--- config.mk ---
export PLATFORM = sky130hd
export DESIGN_NAME = imu_serial_frame_parser_core
export DESIGN_NICKNAME = d
export VERILOG_FILES = /design/src/sv/isfp_pkg.sv /design/src/sv/isfp_front.sv /design/src/sv/isfp_queue.sv /design/src/sv/isfp_back.sv /design/src/sv/imu_serial_frame_parser_core.sv
export SDC_FILE = /design/constraint.sdc
export NUM_CORES = 1
export LEC_CHECK = 0
export BUFFER_PORTS_ARGS = -buffer_cell sky130_fd_sc_hd__buf_2
export CORE_UTILIZATION = 31
export DETAILED_ROUTE_END_ITERATION = 8
export PLACE_DENSITY = 0.53
export SYNTH_ARGS = -nofsm -noshare
export SYNTH_HDL_FRONTEND = slang
export SYNTH_SLANG_ARGS = --single-unit
--- constraint.sdc ---
create_clock -name clk -period 18.4 [get_ports clk]
set_input_delay 1.84 -clock clk [delete_from_list [all_inputs] [get_ports clk]]
set_output_delay 1.84 -clock clk [all_outputs]
set_load 0.02 [all_outputs]
--- src/sv/isfp_pkg.sv ---
// Package for the IMU serial frame parser: shared constants, codes and types.
// No dependencies; every module of the parser imports it.
package isfp_pkg;

	// frame bytes and type codes
	localparam logic [7:0] HdrByte  = 8'h5A;
	localparam logic [7:0] TypeGyro = 8'hAA;
	localparam logic [7:0] TypeYaw  = 8'hBB;

	// result kinds
	localparam logic KindGyro = 1'b0;
	localparam logic KindYaw  = 1'b1;

	// configuration register indexes
	localparam logic RegGyroScale = 1'b0;
	localparam logic RegYawScale  = 1'b1;

	// field widths
	localparam int ByteW   = 8;
	localparam int ScaleW  = 12;
	localparam int RawW    = 16;
	localparam int ScaledW = 21;
	localparam int CountW  = 32;
	localparam int ProdW   = RawW + ScaleW + 1;
	localparam int FracShift = 7;

	// reset values of the full-scale registers
	localparam logic [ScaleW-1:0] GyroScaleRst = 12'd2000;
	localparam logic [ScaleW-1:0] YawScaleRst  = 12'd180;

	// frame queue
	localparam int QDepth = 4;
	localparam int QPtrW  = $clog2(QDepth);
	localparam int QCntW  = $clog2(QDepth + 1);

	// bytes held in the current frame
	localparam logic [2:0] HeldNone = 3'd0;
	localparam logic [2:0] HeldOne  = 3'd1;
	localparam logic [2:0] HeldTwo  = 3'd2;
	localparam logic [2:0] HeldThree = 3'd3;
	localparam logic [2:0] HeldFour = 3'd4;

	// one validated frame, as passed from front to back
	typedef struct packed {
		logic            kind;
		logic [RawW-1:0] raw;
	} frame_t;

	// queue status seen by the front and back
	typedef struct packed {
		logic full;
		logic not_empty;
	} q_stat_t;

endpackage

--- src/sv/isfp_front.sv ---
// Front end of the frame parser: takes bytes, assembles 5-byte frames,
// checks header, checksum and type, and pushes good frames. Uses isfp_pkg.
module isfp_front
	import isfp_pkg::*;
(
	input  logic             clk,
	input  logic             arst_n,
	input  logic             s_tvalid,
	output logic             s_tready,
	input  logic [ByteW-1:0] s_tdata,   // [7:0] rx_byte
	input  q_stat_t          q_stat,
	output logic             push,
	output frame_t           push_frame
);

	logic [2:0]       held_q;
	logic [ByteW-1:0] type_q;
	logic [ByteW-1:0] lo_q;
	logic [ByteW-1:0] hi_q;
	logic             beat;
	logic [ByteW-1:0] sum;
	logic             type_ok;

	// only the checksum beat needs a free queue slot
	assign s_tready = !q_stat.full || (held_q != HeldFour);
	assign beat     = s_tvalid && s_tready;

	// frame check on the checksum beat
	assign sum     = HdrByte + type_q + lo_q + hi_q;
	assign type_ok = (type_q == TypeGyro) || (type_q == TypeYaw);
	assign push    = beat && (held_q == HeldFour) && (sum == s_tdata) && type_ok;

	assign push_frame.kind = (type_q == TypeGyro) ? KindGyro : KindYaw;
	assign push_frame.raw  = {hi_q, lo_q};

	// held byte count
	always_ff @(posedge clk or negedge arst_n) begin
		if (!arst_n) begin
			held_q <= HeldNone;
		end else if (beat) begin
			unique case (held_q)
				HeldNone:  held_q <= (s_tdata == HdrByte) ? HeldOne : HeldNone;
				HeldOne:   held_q <= HeldTwo;
				HeldTwo:   held_q <= HeldThree;
				HeldThree: held_q <= HeldFour;
				HeldFour:  held_q <= HeldNone;
				default:   held_q <= (s_tdata == HdrByte) ? HeldOne : HeldNone;
			endcase
		end
	end

	// frame byte store
	always_ff @(posedge clk) begin
		if (beat) begin
			if (held_q == HeldOne)   type_q <= s_tdata;
			if (held_q == HeldTwo)   lo_q   <= s_tdata;
			if (held_q == HeldThree) hi_q   <= s_tdata;
		end
	end

endmodule

--- src/sv/isfp_queue.sv ---
// Short frame queue between front and back of the parser.
// Register-based FIFO of frame_t entries; uses isfp_pkg.
module isfp_queue
	import isfp_pkg::*;
(
	input  logic    clk,
	input  logic    arst_n,
	input  logic    push,
	input  frame_t  push_frame,
	input  logic    pop,
	output frame_t  head,
	output q_stat_t q_stat
);

	frame_t           mem_q [QDepth];
	logic [QPtrW-1:0] wr_q;
	logic [QPtrW-1:0] rd_q;
	logic [QCntW-1:0] cnt_q;

	assign head             = mem_q[rd_q];
	assign q_stat.full      = (cnt_q == QCntW'(QDepth));
	assign q_stat.not_empty = (cnt_q != '0);

	// pointers and fill count
	always_ff @(posedge clk or negedge arst_n) begin
		if (!arst_n) begin
			wr_q  <= '0;
			rd_q  <= '0;
			cnt_q <= '0;
		end else begin
			if (push) wr_q <= wr_q + 1'b1;
			if (pop)  rd_q <= rd_q + 1'b1;
			if (push && !pop)      cnt_q <= cnt_q + 1'b1;
			else if (pop && !push) cnt_q <= cnt_q - 1'b1;
		end
	end

	// entry storage
	always_ff @(posedge clk) begin
		if (push) mem_q[wr_q] <= push_frame;
	end

endmodule

--- src/sv/isfp_back.sv ---
// Back end of the frame parser: scales frames in a two-stage pipeline
// (multiply, then shift and count) into the output register. Uses isfp_pkg.
module isfp_back
	import isfp_pkg::*;
(
	input  logic              clk,
	input  logic              arst_n,
	input  q_stat_t           q_stat,
	input  frame_t            head,
	output logic              pop,
	input  logic [ScaleW-1:0] gyro_scale,
	input  logic [ScaleW-1:0] yaw_scale,
	output logic              out_valid,
	input  logic              out_ready,
	output logic              out_kind,
	output logic [RawW-1:0]   out_raw,
	output logic [ScaledW-1:0] out_scaled,
	output logic [CountW-1:0] out_count
);

	logic                    vld_s1;
	logic                    kind_s1;
	logic [RawW-1:0]         raw_s1;
	logic signed [ProdW-1:0] prod_s1;
	logic                    vld_q;
	logic [CountW-1:0]       count_q;
	logic                    out_en;
	logic                    s1_en;
	logic [ScaleW-1:0]       scale_sel;
	logic signed [ProdW-1:0] prod;
	logic [CountW-1:0]       count_nxt;

	// stall chain from the output back to the queue
	assign out_en = !vld_q || out_ready;
	assign s1_en  = !vld_s1 || out_en;
	assign pop    = q_stat.not_empty && s1_en;

	// stage 1: signed raw times unsigned scale
	assign scale_sel = (head.kind == KindGyro) ? gyro_scale : yaw_scale;
	assign prod      = ProdW'($signed(head.raw)) * ProdW'($signed({1'b0, scale_sel}));

	// gyro count including this frame
	assign count_nxt = count_q + CountW'(kind_s1 == KindGyro);

	always_ff @(posedge clk or negedge arst_n) begin
		if (!arst_n) begin
			vld_s1  <= 1'b0;
			vld_q   <= 1'b0;
			count_q <= '0;
		end else begin
			if (s1_en) vld_s1 <= pop;
			if (out_en) begin
				vld_q <= vld_s1;
				if (vld_s1) count_q <= count_nxt;
			end
		end
	end

	// payload registers
	always_ff @(posedge clk) begin
		if (pop) begin
			kind_s1 <= head.kind;
			raw_s1  <= head.raw;
			prod_s1 <= prod;
		end
		if (out_en && vld_s1) begin
			out_kind   <= kind_s1;
			out_raw    <= raw_s1;
			// floor divide by 128: drop the low bits of the two's complement product
			out_scaled <= prod_s1[FracShift +: ScaledW];
			out_count  <= count_nxt;
		end
	end

	assign out_valid = vld_q;

endmodule

--- src/sv/imu_serial_frame_parser_core.sv ---
// Top level of the IMU serial frame parser: front, frame queue, back and the
// full-scale registers. Uses isfp_pkg, isfp_front, isfp_queue, isfp_back.
//
//  channel  | direction | beat contents
//  ---------+-----------+-----------------------------------------------------
//  s_axis   | in        | tdata[7:0] rx_byte
//  m_axis   | out       | tuser[0] frame_kind; tdata raw_value, scaled_value,
//           |           | gyro_frames, zero pad
//  cfg      | in        | cfg_idx 0 gyro_full_scale, 1 yaw_full_scale
//
// One byte is taken every cycle; the only stall on the input is a full frame
// queue when a checksum byte arrives. After its queue write, a good frame's result
// passes the multiply stage, then the output register.
// Reset clears the byte count, the queue, the pipeline valids, the gyro count
// and loads the full-scale registers with 2000 and 180.
// The four-entry queue lets the input keep running while the output stalls.
module imu_serial_frame_parser_core
	import isfp_pkg::*;
(
	input  logic              clk,
	input  logic              arst_n,
	input  logic              s_tvalid,
	output logic              s_tready,
	input  logic [7:0]        s_tdata,   // [7:0] rx_byte
	output logic              m_tvalid,
	input  logic              m_tready,
	output logic [71:0]       m_tdata,   // [15:0] raw_value, [36:16] scaled_value,
	                                     // [68:37] gyro_frames, [71:69] zero
	output logic [0:0]        m_tuser,   // [0] frame_kind
	input  logic              cfg_we,
	input  logic [0:0]        cfg_idx,
	input  logic [ScaleW-1:0] cfg_data
);

	logic [ScaleW-1:0]  gyro_scale_q;
	logic [ScaleW-1:0]  yaw_scale_q;
	q_stat_t            q_stat;
	logic               push;
	frame_t             push_frame;
	logic               pop;
	frame_t             head;
	logic               out_kind;
	logic [RawW-1:0]    out_raw;
	logic [ScaledW-1:0] out_scaled;
	logic [CountW-1:0]  out_count;

	// full-scale registers
	always_ff @(posedge clk or negedge arst_n) begin
		if (!arst_n) begin
			gyro_scale_q <= GyroScaleRst;
			yaw_scale_q  <= YawScaleRst;
		end else if (cfg_we) begin
			unique case (cfg_idx[0])
				RegGyroScale: gyro_scale_q <= cfg_data;
				RegYawScale:  yaw_scale_q  <= cfg_data;
				default:      ;
			endcase
		end
	end

	isfp_front u_front (
		.clk        (clk),
		.arst_n     (arst_n),
		.s_tvalid   (s_tvalid),
		.s_tready   (s_tready),
		.s_tdata    (s_tdata),
		.q_stat     (q_stat),
		.push       (push),
		.push_frame (push_frame)
	);

	isfp_queue u_queue (
		.clk        (clk),
		.arst_n     (arst_n),
		.push       (push),
		.push_frame (push_frame),
		.pop        (pop),
		.head       (head),
		.q_stat     (q_stat)
	);

	isfp_back u_back (
		.clk        (clk),
		.arst_n     (arst_n),
		.q_stat     (q_stat),
		.head       (head),
		.pop        (pop),
		.gyro_scale (gyro_scale_q),
		.yaw_scale  (yaw_scale_q),
		.out_valid  (m_tvalid),
		.out_ready  (m_tready),
		.out_kind   (out_kind),
		.out_raw    (out_raw),
		.out_scaled (out_scaled),
		.out_count  (out_count)
	);

	// output beat packing
	assign m_tdata    = {3'b000, out_count, out_scaled, out_raw};
	assign m_tuser[0] = out_kind;

endmodule
# Yosys cells after proc, flatten, opt, wreduce, memory -nomap -nowiden
# Memories as Yosys holds them, arrays and structs flattened.
# Cells that the tools add are included.
# totals
in_bits	26
mem_count	1
rom_bits	0
regBits	207
latchBits	0
ramBits	68
out_inout_bits	75
# mem_list
memory	words	width	rd	rd_clocked_by_memory_dff	wr	line	rtl
u_queue.mem_q	4	17	1	0	1	isfp_queue.sv:15	frame_t mem_q [QDepth];
# classes
bitwise_logic	2
order_cmp	0
n_shift	0
n_mux	8
mul	1
add_sub_neg	8
n_eq_ne	10
div	0
reduce_logical	25
# ops
op	count
adder 32 x 1 -> 32 bit	1
multiplier 16 x 13 -> 28 bit	1
adder 8 bit	2
== test 8 bit (second input constant)	2
2-to-1 mux 12 bit	1
case mux 3 bit (4 select lines)	1
AND reduction 2 bit	6
adder 7 x 8 -> 8 bit (first input constant)	1
== test 8 x 7 -> 1 bit (second input constant)	1
== test 8 bit	1
logical AND 1 bit	8
== test 3 x 2 -> 1 bit (second input constant)	2
== test 3 bit (second input constant)	2
2-to-1 mux 3 bit	2
zero test 1 bit	5
adder 2 x 1 -> 2 bit (second input constant)	2
logical OR 1 bit	4
2-to-1 mux 1 bit	4
adder 3 x 1 -> 3 bit (second input constant)	1
== test 3 x 1 -> 1 bit (second input constant)	1
inequality test 3 bit (second input constant)	1
nonzero test 3 bit	1
subtractor 3 x 1 -> 3 bit (second input constant)	1
NOT 1 bit	2
nonzero test 2 bit	1

# Logic depth before layout (Yosys ltp)
# depth
ltp_word	11
ltp_mapped	26

# Modules after synthesis
# A second synthesis with hierarchy kept.
# hier_totals
hier_cells	1425
hier_area_um2	17725.8
# by_module_without_submodules
module	cells_each	seq_area_each_um2	n_inst	area_per_inst_um2
isfp_back	1120	4093.9	1	12279.3
isfp_queue	123	2217.1	1	2891.5
isfp_front	126	795.8	1	1562.7
imu_serial_frame_parser_core	56	613.1	1	992.2

# Least setup slack after synthesis
# Ideal clock, no wire load.
# synth_path
path_type	register to register
from	register u_queue.rd_q[0]
to	register u_back.prod_s1[26], data pin
slack_ns	11.599
path_stages_with_launch	23
setup_time_ns	0.271
n_path_buf	3
arrival_ns	6.530
path_cell_list	dfrtp_1 mux4_2 buf_6 buf_2 mux2i_1 nor2_1 fa_1 fa_1 inv_1 fa_1 inv_1 fa_1 inv_1 fa_1 inv_1 ha_1 clkbuf_1 a21oi_1 o21ai_0 o2111a_1 o2111ai_1 o2111ai_1 a31oi_1
# synth_lines
item	line	rtl
start, declared	isfp_queue.sv:17	logic [QPtrW-1:0] rd_q;
start signal, assigned	isfp_queue.sv:32	if (pop) rd_q <= rd_q + 1'b1;
end signal, assigned	isfp_back.sv:64	prod_s1 <= prod;
end, declared	isfp_back.sv:24	logic signed [ProdW-1:0] prod_s1;

# Final worst setup path
# layout_path
from	register u_queue.rd_q[0]
to	register u_back.prod_s1[25], data pin
# layout_between
elab_chain_len	3
# layout_rtl
item	line	rtl
memory (4 x 17 bit) (*)	n/a	
2-to-1 mux 12 bit	isfp_back.sv:39	assign scale_sel = (head.kind == KindGyro) ? gyro_scale : yaw_scale;
multiplier 16 x 13 -> 28 bit (*)	isfp_back.sv:40	assign prod = ProdW'($signed(head.raw)) * ProdW'($signed({1'b0, scale_sel}));
via u_back.prod[25]	isfp_back.sv:30	logic signed [ProdW-1:0] prod;
# Mark *: on every way through the listed nets, which the timed path passes. The rest lies on a longest branch.
# A chain may end at the register's enable or synchronous reset.

==> results.yml <==
cells_and_area:
  fin_area_um2: 20500
  syn_to_final_growth_pct: 13.60
  finalNetCount: 1930
  final_common_cell: "inv_1"
  final_cell_mix: "277 x inv_1, 200 x edfxtp_1, 183 x fa_1, 154 x nand2_1, 98 x nor2_1"
  layout-drive-gt1-share_pct: 13.85
  fillers: 5707
placement:
  portBuffers: 97
  pre_cts_slack_ns: 10.86
  gp_congestion: 0.8641
  hpwl_um: 30140
  placed_area_um2: 19420
synth:
  synth-seq-cells: 268
  yosysSeqAreaShare_pct: 42.78
  synth_compound_gate_area_share_pct: 3.758
  synth.distinct_cells: 65
  muxShareOfSynthArea_pct: 4.736
  yosysTopAreaCell: "edfxtp_1"
  synthSimpleGateAreaFrac_pct: 10.69
  synthAdderAreaFrac_pct: 25.71
  syn_avg_cell_area_um2: 11.69
  synth_top_family_by_area: "adder cells"
  synth_area_leaders: "edfxtp_1 33%, fa_1 20%, dfrtp_1 8.0%"
  postSynth.asyncResetShare_pct: 25.37
  netlist_area_um2: 18040
  yosys.area_share.xor_xnor_pct: 5.291
  synth-edff-count: 200
  synthCells: 1544
  synthFlopType: "edfxtp_1"
  synth_warnings: 0
  synth_top_area_share_pct: 33.28
detailed_routing:
  wl_per_cell_um: 16.51
  viasPerCell: 4.594
  vias: 11180
  postRouteAntennaNets: 0
  drc: 0
  drt-total-wl_um: 40190
  drtPass1Iterations: 5
  drt_iter0_markers: 639
critical_path:
  slowest_delay_ns: 0.83
  crit_path_start_kind: "flip-flop"
  rr_startpoint: "u_queue.rd_q[0]"
  cp_data_required_time_ns: 18.72
  worstSetupEndpointType: "flip-flop"
  reg2reg_depth: 20
  crit_slowest_cell: "mux4_2"
  cp.arrival_ns: 7.87
  cp_max_fo: 29
  crit_chain: "buf_4 > mux4_2 > mux2i_1 > buf_4 > nor2_1 > fa_1 > fa_1 > inv_1 > fa_1 > inv_1 > fa_1 > inv_1 > fa_1 > inv_1 > ha_1 > a211oi_1 > nor4b_1 > o21ai_0 > a311oi_1 > xnor2_1"
  rr_endpoint: "u_back.prod_s1[25]"
  cp-startpoint: "u_queue.rd_q[0]"
  regToRegSetupSlack_ns: 10.86
  cpMostUsedCell: "fa_1"
  crit_type: "reg2reg"
cts:
  cts_tree: "built"
  clockBufferDepth: 3
  ctsResizeCount: 0
  h-tree-depth: 1
  cts_buffers: 31
  clkLatencyLatePin_ns: 0.58
  cts_setup_buffers: 0
  cts_root_buffer: "clkbuf_16"
  holdBufCountCts: 0
  clock-sinks: 268
  clk_pin_slew_ns: 0.06
global_routing:
  met2_usage_pct: 23.63
  grt_usage_pct: 14.13
  grt_max_degree: 78
  grt_pass1_vias: 12110
  gr-total-overflow: 0
  gr-usage-met1_pct: 18.21
  antenna_found_initial: 1
  busiest_layer: "met2"
  met3_usage_pct: 2.434
  grt_pass1_wl_um: 65850
timing:
  skew_ns: 0.01160
  slew_violations: 0
  rsz0062_at_grt: "false"
  whs_ns: 0.4170
  setup_viol: 0
  finalWorstSetupSlack_ns: 10.86
  period_needed_ns: 7.542
  tns_ns: 0
  slew_headroom_pct: 34.13
  worstMarginPinSlew_ns: 0.9880
  finalHoldViolCount: 0
  fmax_ghz: 0.1326
  fin_crit_sh_pct: 40.99
die:
  rows: 88
  core_um2: 57590
  die_w_um: 243.3
  start_util_pct: 31.34
  die-area_um2: 59180
  die_y_um: 243.3
  io_pins: 101
worst_hold_path:
  whs_endpoint: "u_back.out_scaled[1]"
  hp-start: "u_back.prod_s1[8]"
  whs_path_depth: 0
  hp-class: "reg2reg"
outcome:
  status: "finished clean"
run:
  drv_cap: 0
==> registers in the layout, indices dropped and copies added (netlist names) <==
signal / count
u_back.kind_s1: 1
u_queue.rd_q: 2
u_queue.cnt_q: 3
u_front.lo_q: 8
u_front.held_q: 3
u_front.type_q: 8
u_back.count_q: 32
u_back.out_scaled: 21
yaw_scale_q: 12
u_back.prod_s1: 21
u_back.out_valid: 1
u_back.out_kind: 1
gyro_scale_q: 12
u_back.out_count: 32
u_back.vld_s1: 1
u_front.hi_q: 8
u_queue.wr_q: 2
u_back.out_raw: 16
u_back.raw_s1: 16
u_queue.mem_q: 68
==> synth_stat cells (27+ instances only) <==
master      n
edfxtp_1  200
dfrtp_1    58
clkbuf_1   37
a21oi_1    29
xor2_1     36
inv_1     278
ha_1       78
mux2_2     41
nor2_1     98
nand3_1    27
xnor2_1    73
nand2_1   154
fa_1      183
==> kinds of logic (layout without fill, tap and decap cells) <==
family / count (synthesis) / after routing
adders and majority gates: 261 / 261
xor gates and xnor gates: 109 / 109
muxes: 70 / 70
DFF: 268 / 268
and+or+nand+nor: 404 / 404
other: 1 / 4
buffers and inverters: 329 / 451
AOI/OAI and AO/OA: 102 / 102
==> per-stage QoR <==
stage | cells | util, %
2_1_floorplan | 1546 | -
3_3_place_gp | 2375 | 33.72
3_5_place_dp | 2375 | 33.72
4_1_cts | 2433 | 35.59
5_1_grt | 2434 | 35.60
6_report | 2434 | 35.60
==> layout make-up <==
class                           count  area, um2  share of cell area (%)
Inverter                          280       1052                   5.133
Clock buffer                       48      900.9                   4.395
Clock inverter                     10      180.2                  0.8789
Tap cell                          765      957.2                   4.669
Multi-Input combinational cell    949       9079                   44.29
Sequential cell                   268       7720                   37.66
Timing Repair Buffer              113      608.1                   2.966
Antenna cell                        1      2.502                 0.01221
==> how the worst max path moves through the flow <==
| stage | to | depth (start not counted) |
|---|---|---|
| floorplan | u_back.prod_s1[26] | 22 |
| global placement | u_back.prod_s1[24] | 21 |
| detailed placement | u_back.prod_s1[26] | 21 |
| CTS | u_back.prod_s1[25] | 20 |
| global route | u_back.prod_s1[26] | 21 |
| finish | u_back.prod_s1[25] | 20 |
==> layer usage <==
metal | vias up | share of wire (%)
li1 | 5183 | -
met1 | 5679 | 44
met2 | 245 | 48
met3 | 75 | 4.5
met4 | 0 | 3.9
met5 | - | 0
==> worst max-delay path: cells and delay by family (launching register included) <==
kind	cells	cell delay, ns
xor gates and xnor gates	1	0.11
and+or+nand+nor	2	0.60
muxes	2	1.03
adders and majority gates	6	3.30
DFF	1	0.32
AOI/OAI and AO/OA	3	0.92
buffers and inverters	6	0.96
Power is left out: the tool's default activity adds up to more than one toggle a clock period on the data nets, which glitch-free logic cannot reach.
